<file path="config.mk">
export PLATFORM = sky130hd
export DESIGN_NAME = audio_window_level_frequency_meter
export DESIGN_NICKNAME = d
export VERILOG_FILES = /design/src/hdl/awm_pkg.sv /design/src/hdl/awm_mul.sv /design/src/hdl/awm_div.sv /design/src/hdl/awm_sqrt.sv /design/src/hdl/audio_window_level_frequency_meter.sv
export SDC_FILE = /design/constraint.sdc
export NUM_CORES = 2
export LEC_CHECK = 0
export BUFFER_PORTS_ARGS = -buffer_cell sky130_fd_sc_hd__buf_2
export CAP_MARGIN = 10
export CORE_UTILIZATION = 45
export CTS_CLUSTER_SIZE = 10
export DETAILED_ROUTE_END_ITERATION = 10
export RECOVER_POWER = 100
export SYNTH_ARGS = -nofsm -noshare
export SYNTH_HDL_FRONTEND = slang
export SYNTH_SLANG_ARGS = --single-unit
</file>
<file path="constraint.sdc">
create_clock -name clk -period 6.65 [get_ports clk]
set_input_delay 0.665 -clock clk [delete_from_list [all_inputs] [get_ports clk]]
set_output_delay 0.665 -clock clk [all_outputs]
set_load 0.1 [all_outputs]
</file>
<file path="src/hdl/awm_pkg.sv">
package awm_pkg;

	// field widths fixed by the stream format
	localparam int SAMPLE_W = 16;
	localparam int RATE_W   = 18;
	localparam int FREQ_W   = 22;
	localparam int ADDR_W   = 2;

	// register map
	localparam logic [ADDR_W-1:0] REG_SAMPLE_RATE = 2'd0;

	localparam logic [RATE_W-1:0] SAMPLE_RATE_RESET = 18'd44100;
	localparam logic [FREQ_W-1:0] FREQ_MAX          = 22'd3072000;

endpackage

</file>
<file path="src/hdl/awm_mul.sv">
module awm_mul import awm_pkg::*; #(
	parameter int AW = 16,
	parameter int BW = 18
) (
	input  logic                       clk,
	input  logic                       arst_n,
	input  logic                       start,
	input  logic [AW-1:0]              a,
	input  logic [BW-1:0]              b,
	input  logic [$clog2(AW+1)-1:0]    steps,
	output logic                       done,
	output logic [AW+BW-1:0]           prod
);

	localparam int PW = AW + BW;

	logic [AW-1:0]           a_q;
	logic [BW-1:0]           b_q;
	logic [PW-1:0]           acc_q;
	logic [$clog2(AW+1)-1:0] cnt_q;
	logic                    busy_q;
	logic                    done_q;

	// shift-add, one multiplier bit per cycle, msb first
	always_ff @(posedge clk or negedge arst_n) begin
		if (!arst_n) begin
			a_q    <= '0;
			b_q    <= '0;
			acc_q  <= '0;
			cnt_q  <= '0;
			busy_q <= 1'b0;
			done_q <= 1'b0;
		end else if (start) begin
			a_q    <= a;
			b_q    <= b;
			acc_q  <= '0;
			cnt_q  <= steps;
			busy_q <= 1'b1;
			done_q <= 1'b0;
		end else if (busy_q) begin
			acc_q <= {acc_q[PW-2:0], 1'b0} + (a_q[AW-1] ? PW'(b_q) : PW'(0));
			a_q   <= a_q << 1;
			cnt_q <= cnt_q - 1'b1;
			if (cnt_q == 1) begin
				busy_q <= 1'b0;
				done_q <= 1'b1;
			end
		end else begin
			done_q <= 1'b0;
		end
	end

	assign done = done_q;
	assign prod = acc_q;

endmodule

</file>
<file path="src/hdl/awm_div.sv">
module awm_div import awm_pkg::*; #(
	parameter int NW = 64,
	parameter int DW = 40
) (
	input  logic                     clk,
	input  logic                     arst_n,
	input  logic                     start,
	input  logic [NW-1:0]            num,
	input  logic [DW-1:0]            den,
	input  logic [$clog2(NW+1)-1:0]  steps,
	output logic                     done,
	output logic [NW-1:0]            quo
);

	logic [NW-1:0]           num_q;
	logic [DW-1:0]           den_q;
	logic [DW-1:0]           rem_q;
	logic [NW-1:0]           quo_q;
	logic [$clog2(NW+1)-1:0] cnt_q;
	logic                    busy_q;
	logic                    done_q;
	logic [DW:0]             trial;
	logic [DW:0]             diff;
	logic                    ge;

	// restoring step: shift in one numerator bit, subtract if it fits
	always_comb begin
		trial = {rem_q, num_q[NW-1]};
		diff  = trial - {1'b0, den_q};
		ge    = trial >= {1'b0, den_q};
	end

	always_ff @(posedge clk or negedge arst_n) begin
		if (!arst_n) begin
			num_q  <= '0;
			den_q  <= '0;
			rem_q  <= '0;
			quo_q  <= '0;
			cnt_q  <= '0;
			busy_q <= 1'b0;
			done_q <= 1'b0;
		end else if (start) begin
			num_q  <= num;
			den_q  <= den;
			rem_q  <= '0;
			quo_q  <= '0;
			cnt_q  <= steps;
			busy_q <= 1'b1;
			done_q <= 1'b0;
		end else if (busy_q) begin
			rem_q <= ge ? diff[DW-1:0] : trial[DW-1:0];
			quo_q <= {quo_q[NW-2:0], ge};
			num_q <= num_q << 1;
			cnt_q <= cnt_q - 1'b1;
			if (cnt_q == 1) begin
				busy_q <= 1'b0;
				done_q <= 1'b1;
			end
		end else begin
			done_q <= 1'b0;
		end
	end

	assign done = done_q;
	assign quo  = quo_q;

endmodule

</file>
<file path="src/hdl/awm_sqrt.sv">
module awm_sqrt import awm_pkg::*; #(
	parameter int W = 56
) (
	input  logic             clk,
	input  logic             arst_n,
	input  logic             start,
	input  logic [W-1:0]     rad,
	output logic             done,
	output logic [W/2-1:0]   root
);

	localparam int HW = W / 2;

	logic [W-1:0]            rad_q;
	logic [HW+1:0]           rem_q;
	logic [HW-1:0]           root_q;
	logic [$clog2(HW+1)-1:0] cnt_q;
	logic                    busy_q;
	logic                    done_q;
	logic [HW+3:0]           shifted;
	logic [HW+3:0]           trial;
	logic                    ge;

	// one root bit per cycle from two radicand bits
	always_comb begin
		shifted = {rem_q, rad_q[W-1:W-2]};
		trial   = (HW+4)'({root_q, 2'b01});
		ge      = shifted >= trial;
	end

	always_ff @(posedge clk or negedge arst_n) begin
		if (!arst_n) begin
			rad_q  <= '0;
			rem_q  <= '0;
			root_q <= '0;
			cnt_q  <= '0;
			busy_q <= 1'b0;
			done_q <= 1'b0;
		end else if (start) begin
			rad_q  <= rad;
			rem_q  <= '0;
			root_q <= '0;
			cnt_q  <= ($clog2(HW+1))'(HW);
			busy_q <= 1'b1;
			done_q <= 1'b0;
		end else if (busy_q) begin
			rem_q  <= ge ? (HW+2)'(shifted - trial) : (HW+2)'(shifted);
			root_q <= {root_q[HW-2:0], ge};
			rad_q  <= rad_q << 2;
			cnt_q  <= cnt_q - 1'b1;
			if (cnt_q == 1) begin
				busy_q <= 1'b0;
				done_q <= 1'b1;
			end
		end else begin
			done_q <= 1'b0;
		end
	end

	assign done = done_q;
	assign root = root_q;

endmodule

</file>
<file path="src/hdl/audio_window_level_frequency_meter.sv">
// channel   dir  tdata (lsb up)                                  tuser / tlast
// s_axis    in   sample[15:0]                                    tlast = window_last
// m_axis    out  freq_hz_x16, peak, rms, min, max, dc_mean       tuser = window_overflow
// apb       in   0x0 sample_rate[17:0]
//
// a sample holds ready low from its transaction until the block is back in idle: 16 steps of a bit-serial
// square in the shared multiplier plus start, done and return to idle.
// a rising zero crossing adds a divide of 16+CROSSING_FRAC_BITS steps for the crossing fraction.
// the window's last sample adds two full divides (NW steps each), the square root
// (half the sum-of-squares width) and, with two crossings or more at distinct positions, a multiply and a divide.
// reset clears all window state and sets sample_rate to 44100.
// a result still waiting on m_tready when the next window ends holds the block at that end.
module audio_window_level_frequency_meter import awm_pkg::*; #(
	parameter int MAX_WINDOW_FRAMES  = 1048576,
	parameter int CROSSING_FRAC_BITS = 8
) (
	input  logic               clk,
	input  logic               arst_n,
	// sample[15:0]
	input  logic [15:0]        s_tdata,
	input  logic               s_tlast,
	input  logic               s_tvalid,
	output logic               s_tready,
	// freq_hz_x16[21:0], peak_level[37:22], rms_level[53:38], min_level[69:54],
	// max_level[85:70], dc_mean[101:86], zero pad
	output logic [103:0]       m_tdata,
	// window_overflow[0]
	output logic               m_tuser,
	output logic               m_tvalid,
	input  logic               m_tready,
	input  logic               psel,
	input  logic               penable,
	input  logic               pwrite,
	input  logic [ADDR_W-1:0]  paddr,
	input  logic [31:0]        pwdata,
	output logic [31:0]        prdata,
	output logic               pready
);

	localparam int F    = CROSSING_FRAC_BITS;
	localparam int FW   = $clog2(MAX_WINDOW_FRAMES + 1);
	localparam int PW   = FW + F;
	localparam int SUMW = FW + 16;
	localparam int SQW0 = FW + 31;
	localparam int SQW  = SQW0 + (SQW0 % 2);
	localparam int AW   = (FW > 16) ? FW : 16;
	localparam int FNW  = FW + 22 + F;
	localparam int NW0  = (SQW > FNW) ? SQW : FNW;
	localparam int NW   = (NW0 > SUMW) ? NW0 : SUMW;
	localparam int DW   = (PW > 17) ? PW : 17;
	localparam int NSW  = $clog2(NW + 1);
	localparam int MSW  = $clog2(AW + 1);
	localparam int HW   = SQW / 2;

	typedef enum logic [3:0] {
		S_IDLE, S_SQ, S_XDIV, S_END, S_MEAN, S_MSQ, S_ROOT, S_FMUL, S_FDIV, S_OUT
	} state_t;

	state_t                state_q;
	logic [RATE_W-1:0]     rate_q;

	// window state
	logic signed [15:0]    prior_q;
	logic [FW-1:0]         frame_q;
	logic signed [SUMW-1:0] sum_q;
	logic [SQW-1:0]        sq_q;
	logic signed [15:0]    min_q;
	logic signed [15:0]    max_q;
	logic [15:0]           peak_q;
	logic [PW-1:0]         first_q;
	logic [PW-1:0]         lastpos_q;
	logic [FW-1:0]         cnt_q;
	logic                  ovf_q;

	// per transaction working registers
	logic                  wlast_q;
	logic                  cross_q;
	logic [FW-1:0]         xbase_q;
	logic                  mean_neg_q;
	logic [15:0]           mean_q;
	logic [15:0]           rms_q;
	logic [FREQ_W-1:0]     freq_q;

	// shared unit operands
	logic                  mul_start_q;
	logic [AW-1:0]         mul_a_q;
	logic [RATE_W-1:0]     mul_b_q;
	logic [MSW-1:0]        mul_steps_q;
	logic                  mul_done;
	logic [AW+RATE_W-1:0]  mul_prod;
	logic                  div_start_q;
	logic [NW-1:0]         div_num_q;
	logic [DW-1:0]         div_den_q;
	logic [NSW-1:0]        div_steps_q;
	logic                  div_done;
	logic [NW-1:0]         div_quo;
	logic                  sqrt_start_q;
	logic [SQW-1:0]        sqrt_rad_q;
	logic                  sqrt_done;
	logic [HW-1:0]         sqrt_root;

	// output register
	logic                  out_valid_q;
	logic [103:0]          out_data_q;
	logic                  out_user_q;

	logic                  fire;
	logic signed [15:0]    s_in;
	logic [15:0]           mag;
	logic [15:0]           neg;
	logic [16:0]           span;
	logic [FW-1:0]         n;
	logic [SUMW-1:0]       sum_abs;
	logic [PW-1:0]         pos;
	logic [15:0]           qmean;

	awm_mul #(.AW(AW), .BW(RATE_W)) u_mul (
		.clk(clk), .arst_n(arst_n), .start(mul_start_q), .a(mul_a_q), .b(mul_b_q),
		.steps(mul_steps_q), .done(mul_done), .prod(mul_prod)
	);

	awm_div #(.NW(NW), .DW(DW)) u_div (
		.clk(clk), .arst_n(arst_n), .start(div_start_q), .num(div_num_q), .den(div_den_q),
		.steps(div_steps_q), .done(div_done), .quo(div_quo)
	);

	awm_sqrt #(.W(SQW)) u_sqrt (
		.clk(clk), .arst_n(arst_n), .start(sqrt_start_q), .rad(sqrt_rad_q),
		.done(sqrt_done), .root(sqrt_root)
	);

	// input side decode
	always_comb begin
		s_in    = $signed(s_tdata);
		mag     = s_in[15] ? 16'(-s_in) : 16'(s_in);
		neg     = 16'(-prior_q);
		span    = 17'({s_in[15], s_in} - {prior_q[15], prior_q});
		n       = (frame_q == '0) ? FW'(1) : frame_q;
		sum_abs = sum_q[SUMW-1] ? SUMW'(-sum_q) : SUMW'(sum_q);
		pos     = (PW'(xbase_q) << F) + PW'(div_quo[F:0]);
		qmean   = div_quo[15:0];
	end

	assign s_tready = (state_q == S_IDLE);
	assign fire     = s_tvalid && s_tready;

	// sequencer, window state and output register
	always_ff @(posedge clk or negedge arst_n) begin
		if (!arst_n) begin
			state_q      <= S_IDLE;
			prior_q      <= '0;
			frame_q      <= '0;
			sum_q        <= '0;
			sq_q         <= '0;
			min_q        <= '0;
			max_q        <= '0;
			peak_q       <= '0;
			first_q      <= '0;
			lastpos_q    <= '0;
			cnt_q        <= '0;
			ovf_q        <= 1'b0;
			wlast_q      <= 1'b0;
			cross_q      <= 1'b0;
			xbase_q      <= '0;
			mean_neg_q   <= 1'b0;
			mean_q       <= '0;
			rms_q        <= '0;
			freq_q       <= '0;
			mul_start_q  <= 1'b0;
			mul_a_q      <= '0;
			mul_b_q      <= '0;
			mul_steps_q  <= '0;
			div_start_q  <= 1'b0;
			div_num_q    <= '0;
			div_den_q    <= '0;
			div_steps_q  <= '0;
			sqrt_start_q <= 1'b0;
			sqrt_rad_q   <= '0;
			out_valid_q  <= 1'b0;
			out_data_q   <= '0;
			out_user_q   <= 1'b0;
		end else begin
			mul_start_q  <= 1'b0;
			div_start_q  <= 1'b0;
			sqrt_start_q <= 1'b0;
			if (out_valid_q && m_tready && state_q != S_OUT) begin
				out_valid_q <= 1'b0;
			end
			case (state_q)
				S_IDLE: begin
					if (fire) begin
						wlast_q <= s_tlast;
						if (frame_q >= FW'(MAX_WINDOW_FRAMES)) begin
							ovf_q   <= 1'b1;
							state_q <= s_tlast ? S_END : S_IDLE;
						end else begin
							if (frame_q == '0) begin
								min_q <= s_in;
								max_q <= s_in;
							end else begin
								if (s_in < min_q) min_q <= s_in;
								if (s_in > max_q) max_q <= s_in;
							end
							if (mag > peak_q) peak_q <= mag;
							sum_q   <= sum_q + SUMW'(s_in);
							prior_q <= s_in;
							frame_q <= frame_q + 1'b1;
							cross_q <= (frame_q != '0) && prior_q[15] && !s_in[15];
							xbase_q <= frame_q - 1'b1;
							// crossing fraction operands, msb aligned
							div_num_q   <= NW'(neg) << (NW - 16);
							div_den_q   <= DW'(span);
							div_steps_q <= NSW'(16 + F);
							// square of the magnitude
							mul_a_q     <= AW'(mag) << (AW - 16);
							mul_b_q     <= RATE_W'(mag);
							mul_steps_q <= MSW'(16);
							mul_start_q <= 1'b1;
							state_q     <= S_SQ;
						end
					end
				end
				S_SQ: begin
					if (mul_done) begin
						sq_q <= sq_q + SQW'(mul_prod[30:0]);
						if (cross_q) begin
							div_start_q <= 1'b1;
							state_q     <= S_XDIV;
						end else begin
							state_q <= wlast_q ? S_END : S_IDLE;
						end
					end
				end
				S_XDIV: begin
					if (div_done) begin
						if (cnt_q == '0) first_q <= pos;
						lastpos_q <= pos;
						cnt_q     <= cnt_q + 1'b1;
						state_q   <= wlast_q ? S_END : S_IDLE;
					end
				end
				S_END: begin
					// signed dc mean first, divided as a magnitude
					mean_neg_q  <= sum_q[SUMW-1];
					div_num_q   <= NW'(sum_abs);
					div_den_q   <= DW'(n);
					div_steps_q <= NSW'(NW);
					div_start_q <= 1'b1;
					state_q     <= S_MEAN;
				end
				S_MEAN: begin
					if (div_done) begin
						mean_q      <= mean_neg_q ? 16'(-qmean) : qmean;
						div_num_q   <= NW'(sq_q);
						div_start_q <= 1'b1;
						state_q     <= S_MSQ;
					end
				end
				S_MSQ: begin
					if (div_done) begin
						sqrt_rad_q   <= div_quo[SQW-1:0];
						sqrt_start_q <= 1'b1;
						state_q      <= S_ROOT;
					end
				end
				S_ROOT: begin
					if (sqrt_done) begin
						rms_q <= sqrt_root[15:0];
						if (cnt_q >= FW'(2) && lastpos_q > first_q) begin
							mul_a_q     <= AW'(cnt_q - 1'b1);
							mul_b_q     <= rate_q;
							mul_steps_q <= MSW'(AW);
							mul_start_q <= 1'b1;
							state_q     <= S_FMUL;
						end else begin
							freq_q  <= '0;
							state_q <= S_OUT;
						end
					end
				end
				S_FMUL: begin
					if (mul_done) begin
						div_num_q   <= NW'({mul_prod[FW+17:0], (4 + F)'(0)});
						div_den_q   <= DW'(lastpos_q - first_q);
						div_steps_q <= NSW'(NW);
						div_start_q <= 1'b1;
						state_q     <= S_FDIV;
					end
				end
				S_FDIV: begin
					if (div_done) begin
						freq_q  <= (div_quo > NW'(FREQ_MAX)) ? FREQ_MAX : div_quo[FREQ_W-1:0];
						state_q <= S_OUT;
					end
				end
				S_OUT: begin
					if (!out_valid_q || m_tready) begin
						out_valid_q <= 1'b1;
						out_data_q  <= {2'b00, mean_q, max_q, min_q, rms_q, peak_q, freq_q};
						out_user_q  <= ovf_q;
						// clear window
						prior_q   <= '0;
						frame_q   <= '0;
						sum_q     <= '0;
						sq_q      <= '0;
						min_q     <= '0;
						max_q     <= '0;
						peak_q    <= '0;
						first_q   <= '0;
						lastpos_q <= '0;
						cnt_q     <= '0;
						ovf_q     <= 1'b0;
						state_q   <= S_IDLE;
					end
				end
				default: begin
					state_q <= S_IDLE;
				end
			endcase
		end
	end

	assign m_tvalid = out_valid_q;
	assign m_tdata  = out_data_q;
	assign m_tuser  = out_user_q;

	// configuration register
	always_ff @(posedge clk or negedge arst_n) begin
		if (!arst_n) begin
			rate_q <= SAMPLE_RATE_RESET;
		end else if (psel && penable && pwrite && pready && paddr == REG_SAMPLE_RATE) begin
			rate_q <= pwdata[RATE_W-1:0];
		end
	end

	assign pready = 1'b1;
	assign prdata = (paddr == REG_SAMPLE_RATE) ? 32'(rate_q) : 32'd0;

endmodule
</file>
# --- Word level (Yosys, flattened, before mapping) ---
# Index checks and enable logic that the tools add are counted.
totals:
  reg_bits: 1012
  latchBits: 0
  ramBits: 0
  rom_bits: 0
  output_inout_bits: 140
  memories: 0
op_classes:
  n_addsub: 19
  multipliers: 0
  div_mod_pow: 0
  magnitude_cmp: 9
  eq_ne: 33
  shifts: 0
  n_mux: 151
  n_bitwise: 1
  reduce_logical: 46
op_table:
  columns: ["cell", "n"]
  rows:
  - ["2-to-1 mux 52 bit", 12]
  - ["2-to-1 mux 29 bit", 10]
  - ["2-to-1 mux 16 bit", 16]
  - ["2-to-1 mux 21 bit", 11]
  - ["one-hot mux 52 bit (4 select lines)", 1]
  - ["2-to-1 mux 37 bit", 4]
  - ["one-hot mux 16 bit (2 select lines)", 4]
  - ["one-hot mux 21 bit (2 select lines)", 3]
  - ["one-hot mux 29 bit (2 select lines)", 2]
  - ["2-to-1 mux 18 bit", 6]
  - ["one-hot mux 52 bit (2 select lines)", 1]
  - ["2-to-1 mux 22 bit", 4]
  - ["one-hot mux 29 bit (3 select lines)", 1]
  - ["2-to-1 mux 28 bit", 3]
  - ["2-to-1 mux 39 bit", 2]
  - ["one-hot mux 37 bit (2 select lines)", 1]
  - ["subtractor 29 bit", 2]
  - ["adder 52 x 31 -> 52 bit", 1]
  - ["greater-than comparator 52 x 22 -> 1 bit (second input constant)", 1]
  - ["2-to-1 mux 26 bit", 2]
  - ["negator 16 bit", 3]
  - ["one-hot mux 22 bit (2 select lines)", 1]
  - ["adder 21 x 1 -> 21 bit (second input constant)", 2]
  - ["zero test 21 bit", 2]
  - ["53 further kinds", 164]

# --- Logic depth before layout (Yosys ltp) ---
depth:
  word_depth: 7
  depth_mapped: 19
  depth_no_buf: 18

# --- Hierarchy ---
# A second synthesis with hierarchy kept.
hier_totals:
  cells_unflattened: 5928
  area_unflattened_um2: 56008.7
modules_own_cells:
  columns: ["module", "n_inst", "cells_each", "area_per_inst_um2", "seq_area_each_um2"]
  rows:
  - ["audio_window_level_frequency_meter", 1, 3721, 35109.9, 15972.8]
  - ["awm_div", 1, 955, 9118.7, 4254.1]
  - ["awm_sqrt", 1, 744, 6802.8, 2827.7]
  - ["awm_mul", 1, 508, 4977.3, 2127.0]

# --- Worst setup path after synthesis ---
# Ideal clock, no wire load.
synth_path:
  path_type: "input port to flip-flop"
  startpoint: "in s_tdata[5]"
  endpoint: "reg peak_q[10]"
  setup_time_ns: 0.081
  arrival_ns: 4.162
  required_ns: 6.569
  slack_ns: 2.407
  cell_stages: 14
  n_path_buf: 2
  cell_sequence: "clkbuf_1 > or4_1 > or2_2 > or3_1 > or4b_2 > inv_1 > ha_1 > nand4_1 > nor2_1 > o21ai_0 > nand3_1 > nand3_1 > clkbuf_1 > mux2i_1"
synth_between:
  elab_chain_cells: 6
  word_cells_on_any_way: 9
  classes_between: "add/sub: 1; order compare: 1; eq/ne: 1; mux: 5; reduce/logical: 1"
synth_lines:
  columns: ["element", "line_no", "text"]
  rows:
  - ["start: declaration", "audio_window_level_frequency_meter.sv:20", "input logic [15:0] s_tdata,"]
  - ["negator 16 bit", "audio_window_level_frequency_meter.sv:135", "mag = s_in[15] ? 16'(-s_in) : 16'(s_in);"]
  - ["2-to-1 mux 16 bit *", "audio_window_level_frequency_meter.sv:135", null]
  - ["branches (longest 4 deep; another with greater-than comparator 16 bit)", null, null]
  - ["end signal: assignment", "audio_window_level_frequency_meter.sv:204", "if (mag > peak_q) peak_q <= mag;"]
  - ["end: declaration", "audio_window_level_frequency_meter.sv:69", "logic [15:0] peak_q;"]
# Every way passes the cells marked *. The select of a mux whose other input is x is not followed.
# A chain may end at the register's enable or synchronous reset.

# --- Final worst setup path ---
layout_path:
  startpoint: "reg state_q[1]"
  endpoint: "reg mul_a_q[9]"
layout_between:
  elab_chain_cells: 4
  word_cells_on_any_way: 10
  classes_between: "eq/ne: 5; mux: 1; reduce/logical: 4"
layout_lines:
  columns: ["element", "line_no", "text"]
  rows:
  - ["start: declaration", "audio_window_level_frequency_meter.sv:59", "state_t state_q;"]
  - ["start signal: assignment", "audio_window_level_frequency_meter.sv:195", "state_q <= s_tlast ? S_END : S_IDLE;"]
  - ["start signal: assignment", "audio_window_level_frequency_meter.sv:230", "state_q <= wlast_q ? S_END : S_IDLE;"]
  - ["start signal: assignment", "audio_window_level_frequency_meter.sv:239", "state_q <= wlast_q ? S_END : S_IDLE;"]
  - ["zero test 4 bit", "audio_window_level_frequency_meter.sv:144, audio_window_level_frequency_meter.sv:189", null]
  - ["logical AND 1 bit", "audio_window_level_frequency_meter.sv:145", "assign fire = s_tvalid && s_tready;"]
  - ["inequality test 2 x 1 -> 1 bit (no line)", null, null]
  - ["AND reduction 5 bit (no line)", null, null]
  - ["end signal: assignment", "audio_window_level_frequency_meter.sv:215", "mul_a_q <= AW'(mag) << (AW - 16);"]
  - ["end signal: assignment", "audio_window_level_frequency_meter.sv:270", "mul_a_q <= AW'(cnt_q - 1'b1);"]
  - ["end: declaration", "audio_window_level_frequency_meter.sv:86", "logic [AW-1:0] mul_a_q;"]
# Several ways; a longest one is shown, not always the timed one.

==> summary.md <==
| Metric | Value |
|---|---|
| Setup bufs post-CTS | `0` |
| Cell count after synthesis | `5993` |
| Commonest non-fill, non-tap cells in the layout | `997 x dfrtp_1, 952 x nand2_1, 582 x nor2_1` |
| Final GP Congestion | `0.8964` |
| Worst Setup SP | `state_q[1]` |
| I/O pins | `198` |
| Post-Layout Cell Count | `7658` |
| Proportion of layout cells with a drive suffix above 1 | `0.05741` |
| Critical-path cell list | `nor2_1 > nand2_1 > inv_1 > nand2_1 > nor2_1 > clkbuf_1 > nor2_2 > buf_4 > mux2_2` |
| Area leader, netlist | `dfrtp_1` |
| Post-DP HPWL | `99640 um` |
| CTS tree | `yes` |
| Fin worst setup slack | `1.262 ns` |
| Vias/cell | `5.524` |
| Avg Inst Size Synth | `9.134 um2` |
| Status | `finished, violations left` |
| DR iter-0 viols | `3190` |
| Reg2reg setup slack | `1.26 ns` |
| Clk sinks | `1006` |
| Dpl cells | `7481` |
| Core Region | `120300 um2` |
| Global-route wire length before repair | `230200 um` |
| Hold WS | `0.01208 ns` |
| RSZ-0062 raised after global routing | `no` |
| CTS resizes | `0` |
| Worst-Margin Slew | `3.820 ns` |
| Number of synthesized flops with an enable pin | `0` |
| GRT overflow | `0` |
| Slowest stage delay, CP | `1.78 ns` |
| CP Max Fanout | `56` |
| Die area | `123000 um2` |
| CTS root buf | `clkbuf_16` |
| Wirelength per Cell | `18.77 um` |
| Achievable Freq | `185.6 MHz` |
| Worst-path clk slew | `0.06 ns` |
| All-layer global routing usage | `0.2343` |
| Worst endpoint required time | `7.25 ns` |
| Die W | `350.8 um` |
| Bufs on Longest Clock Path | `3` |
| Top cells by area, synth | `dfrtp_1 46%, nand2_1 6.5%, ha_1 5.8%, o21ai_0 4.6%, mux2i_1 4.5%` |
| Worst setup path class | `flip-flop to flip-flop` |
| Final setup skew | `0.03198 ns` |
| Setup TNS | `0 ns` |
| Area fraction of the dominant cell type after synthesis | `0.4571` |
| Routed wire length | `143800 um` |
| Vias in the first global route | `40860` |
| Yosys warnings | `0` |
| Initial DRT Pass Iterations | `8` |
| PwrDens | `209.4 nW/um2` |
| Violated checks | `max-capacitance violations, max-slew violations` |
| Launch point of the worst reg-to-reg path | `state_q[1]` |
| Hold_buf cts | `0` |
| Antenna violations before repair | `2` |
| Die Y | `350.8 um` |
| FF+latch count, synth | `1006` |
| Worst reg2reg path endpoint | `mul_a_q[9]` |
| Post-synthesis cell type count | `79` |
| Area growth from synthesis to layout | `9.328%` |
| Dpl ws | `1.884 ns` |
| Port buffer count | `166` |
| Initial core utilization | `0.4551` |
| Ys flop type | `dfrtp_1` |
| DRT antenna net count | `0` |
| Worst setup EP type | `flip-flop` |
| Slowest stage cell, crit path | `clkbuf_1` |
| Final net count | `6302` |
| Max-slew violation count | `1827` |
| Cell area after synthesis | `54740 um2` |
| Num CTS Buffers | `115` |
| Sequential area share after synthesis | `0.4600` |
| Setup crit end | `mul_a_q[9]` |
| Type of origin of the critical path | `flip-flop` |
| Slew margin rel. | `-1.547` |
| Hold crit path type | `primary input to asynchronous set/reset pin` |
| Rows | `127` |
| # setup viols final | `0` |
| Tmin final | `5.388 ns` |
| # DRC | `0` |
| Final period utilization | `0.8103` |
| Largest net degree at the start of global routing | `162` |
| Reg2reg path depth | `9` |
| Max-Cap Viols | `25` |
| Worst path arrival time | `5.99 ns` |
| Leak | `27.96 nW` |
| Worst skew pair latency | `0.73 ns` |
| Fin. Hold Viols | `0` |
| Async S/R FF share, synth | `1.000` |
| Via Count | `42300` |
| Peak supply drop | `0.2182 mV` |
| Commonest non-fill, non-tap cell in the layout | `dfrtp_1` |
| # H-tree levels | `3` |
-- critical path: cells and delay by family, from the launching register on --
family,cells,cell delay [ns]
buffers and inverters,3,2.47
multiplexers,1,0.33
flip-flops,1,0.58
AND/OR/NAND/NOR,5,1.83
-- registers in the layout, indices dropped and copies added, names as in the netlist, 22 cells and up --
register      flops
u_div.den_q      29
u_sqrt.root      26
m_tdata         102
u_mul.prod       39
u_div.rem_q      29
u_sqrt.rem_q     28
div_num_q        52
u_div.num_q      52
lastpos_q        29
first_q          29
u_sqrt.rad_q     52
freq_q           22
u_div.quo        52
sqrt_rad_q       52
sq_q             52
sum_q            37
div_den_q        29
-- worst min-delay path by stage --
stage,cells after the start,slack (ns),startpoint,end
after global routing,1,0.06,arst_n,m_tdata[47]
final,1,0.01,arst_n,m_tdata[42]
after CTS,1,0.04,arst_n,u_sqrt.root[8]
after global placement,1,0.45,div_steps_q[4],div_steps_q[4]
after detailed placement,2,0.45,rms_q[0],m_tdata[38]
after floorplan,0,0.37,arst_n,cnt_q[0]
-- synth_stat cells (8+ instances only) --
library cell and n:
nor4_1 28, nor4b_1 8, and2_1 40, a31oi_1 44
nor2_1 585, a221oi_1 11, nand2b_1 54, nor3_1 57
dfrtp_1 1000, nand2_1 955, or2_2 11, inv_1 226
a22oi_1 22, and3_1 48, a222oi_1 38, buf_4 17
nand4_1 42, o21a_1 22, o21ai_0 507, o211ai_1 8
nor2b_1 48, o31ai_1 34, clkbuf_1 312, ha_1 252
o41ai_1 12, a311oi_1 10, a21boi_0 10, xor2_1 141
a211oi_1 81, buf_1 27, a21oi_1 335, xnor2_1 212
nand3_1 119, o22ai_1 21, mux2i_1 244, a21o_1 99
a22o_1 39, or4_1 17, mux2_2 90, o21bai_1 27
or3_1 31
-- power breakdown --
| group | switching (mW) | internal [mW] | total, mW |
|---|---|---|---|
| combinational | 0.400 | 0.116 | 0.516 |
| sequential | 0.0262 | 6.16 | 6.19 |
| clock | 2.54 | 3.29 | 5.83 |
| total | 2.96 | 9.57 | 12.5 |
-- kinds of logic after synthesis --
group           after synthesis  synth area share
mux                         334           0.06313
simple gates               2073            0.1648
buf+inv                     587           0.04146
xor+xnor                    353           0.05648
flops                      1006            0.4600
fa+ha+maj                   258           0.05979
other cells                   2         0.0001372
compound gates             1380            0.1542
-- routing by layer --
| metal | GRT usage | wire (um) |
|---|---|---|
| met4 | 0.07637 | 4132 |
| met5 | 0 | 0 |
| met3 | 0.03099 | 7553 |
| met2 | 0.3714 | 65080 |
| met1 | 0.3310 | 67000 |
-- stage by stage --
step,util,power [mW],cell area [um2]
detailed placement,0.4727,6.826,56860
global route,0.4975,12.99,59840
finish,0.4975,12.53,59850
floorplan,-,6.568,54800
global placement,0.4727,6.822,56860
CTS,0.5007,12.71,60230
-- area by class of cell --
type | instances | area (um2)
multi-input cells | 4415 | 27420
clock buffers | 166 | 3189
diodes | 2 | 5.005
inverters | 229 | 859.6
flip-flops and latches | 1006 | 25190
clock inverters | 9 | 176.4
fillers | 11440 | 60440
well taps | 1612 | 2017
repair buffers | 219 | 992.2
Power figures use the tool's default switching activity.
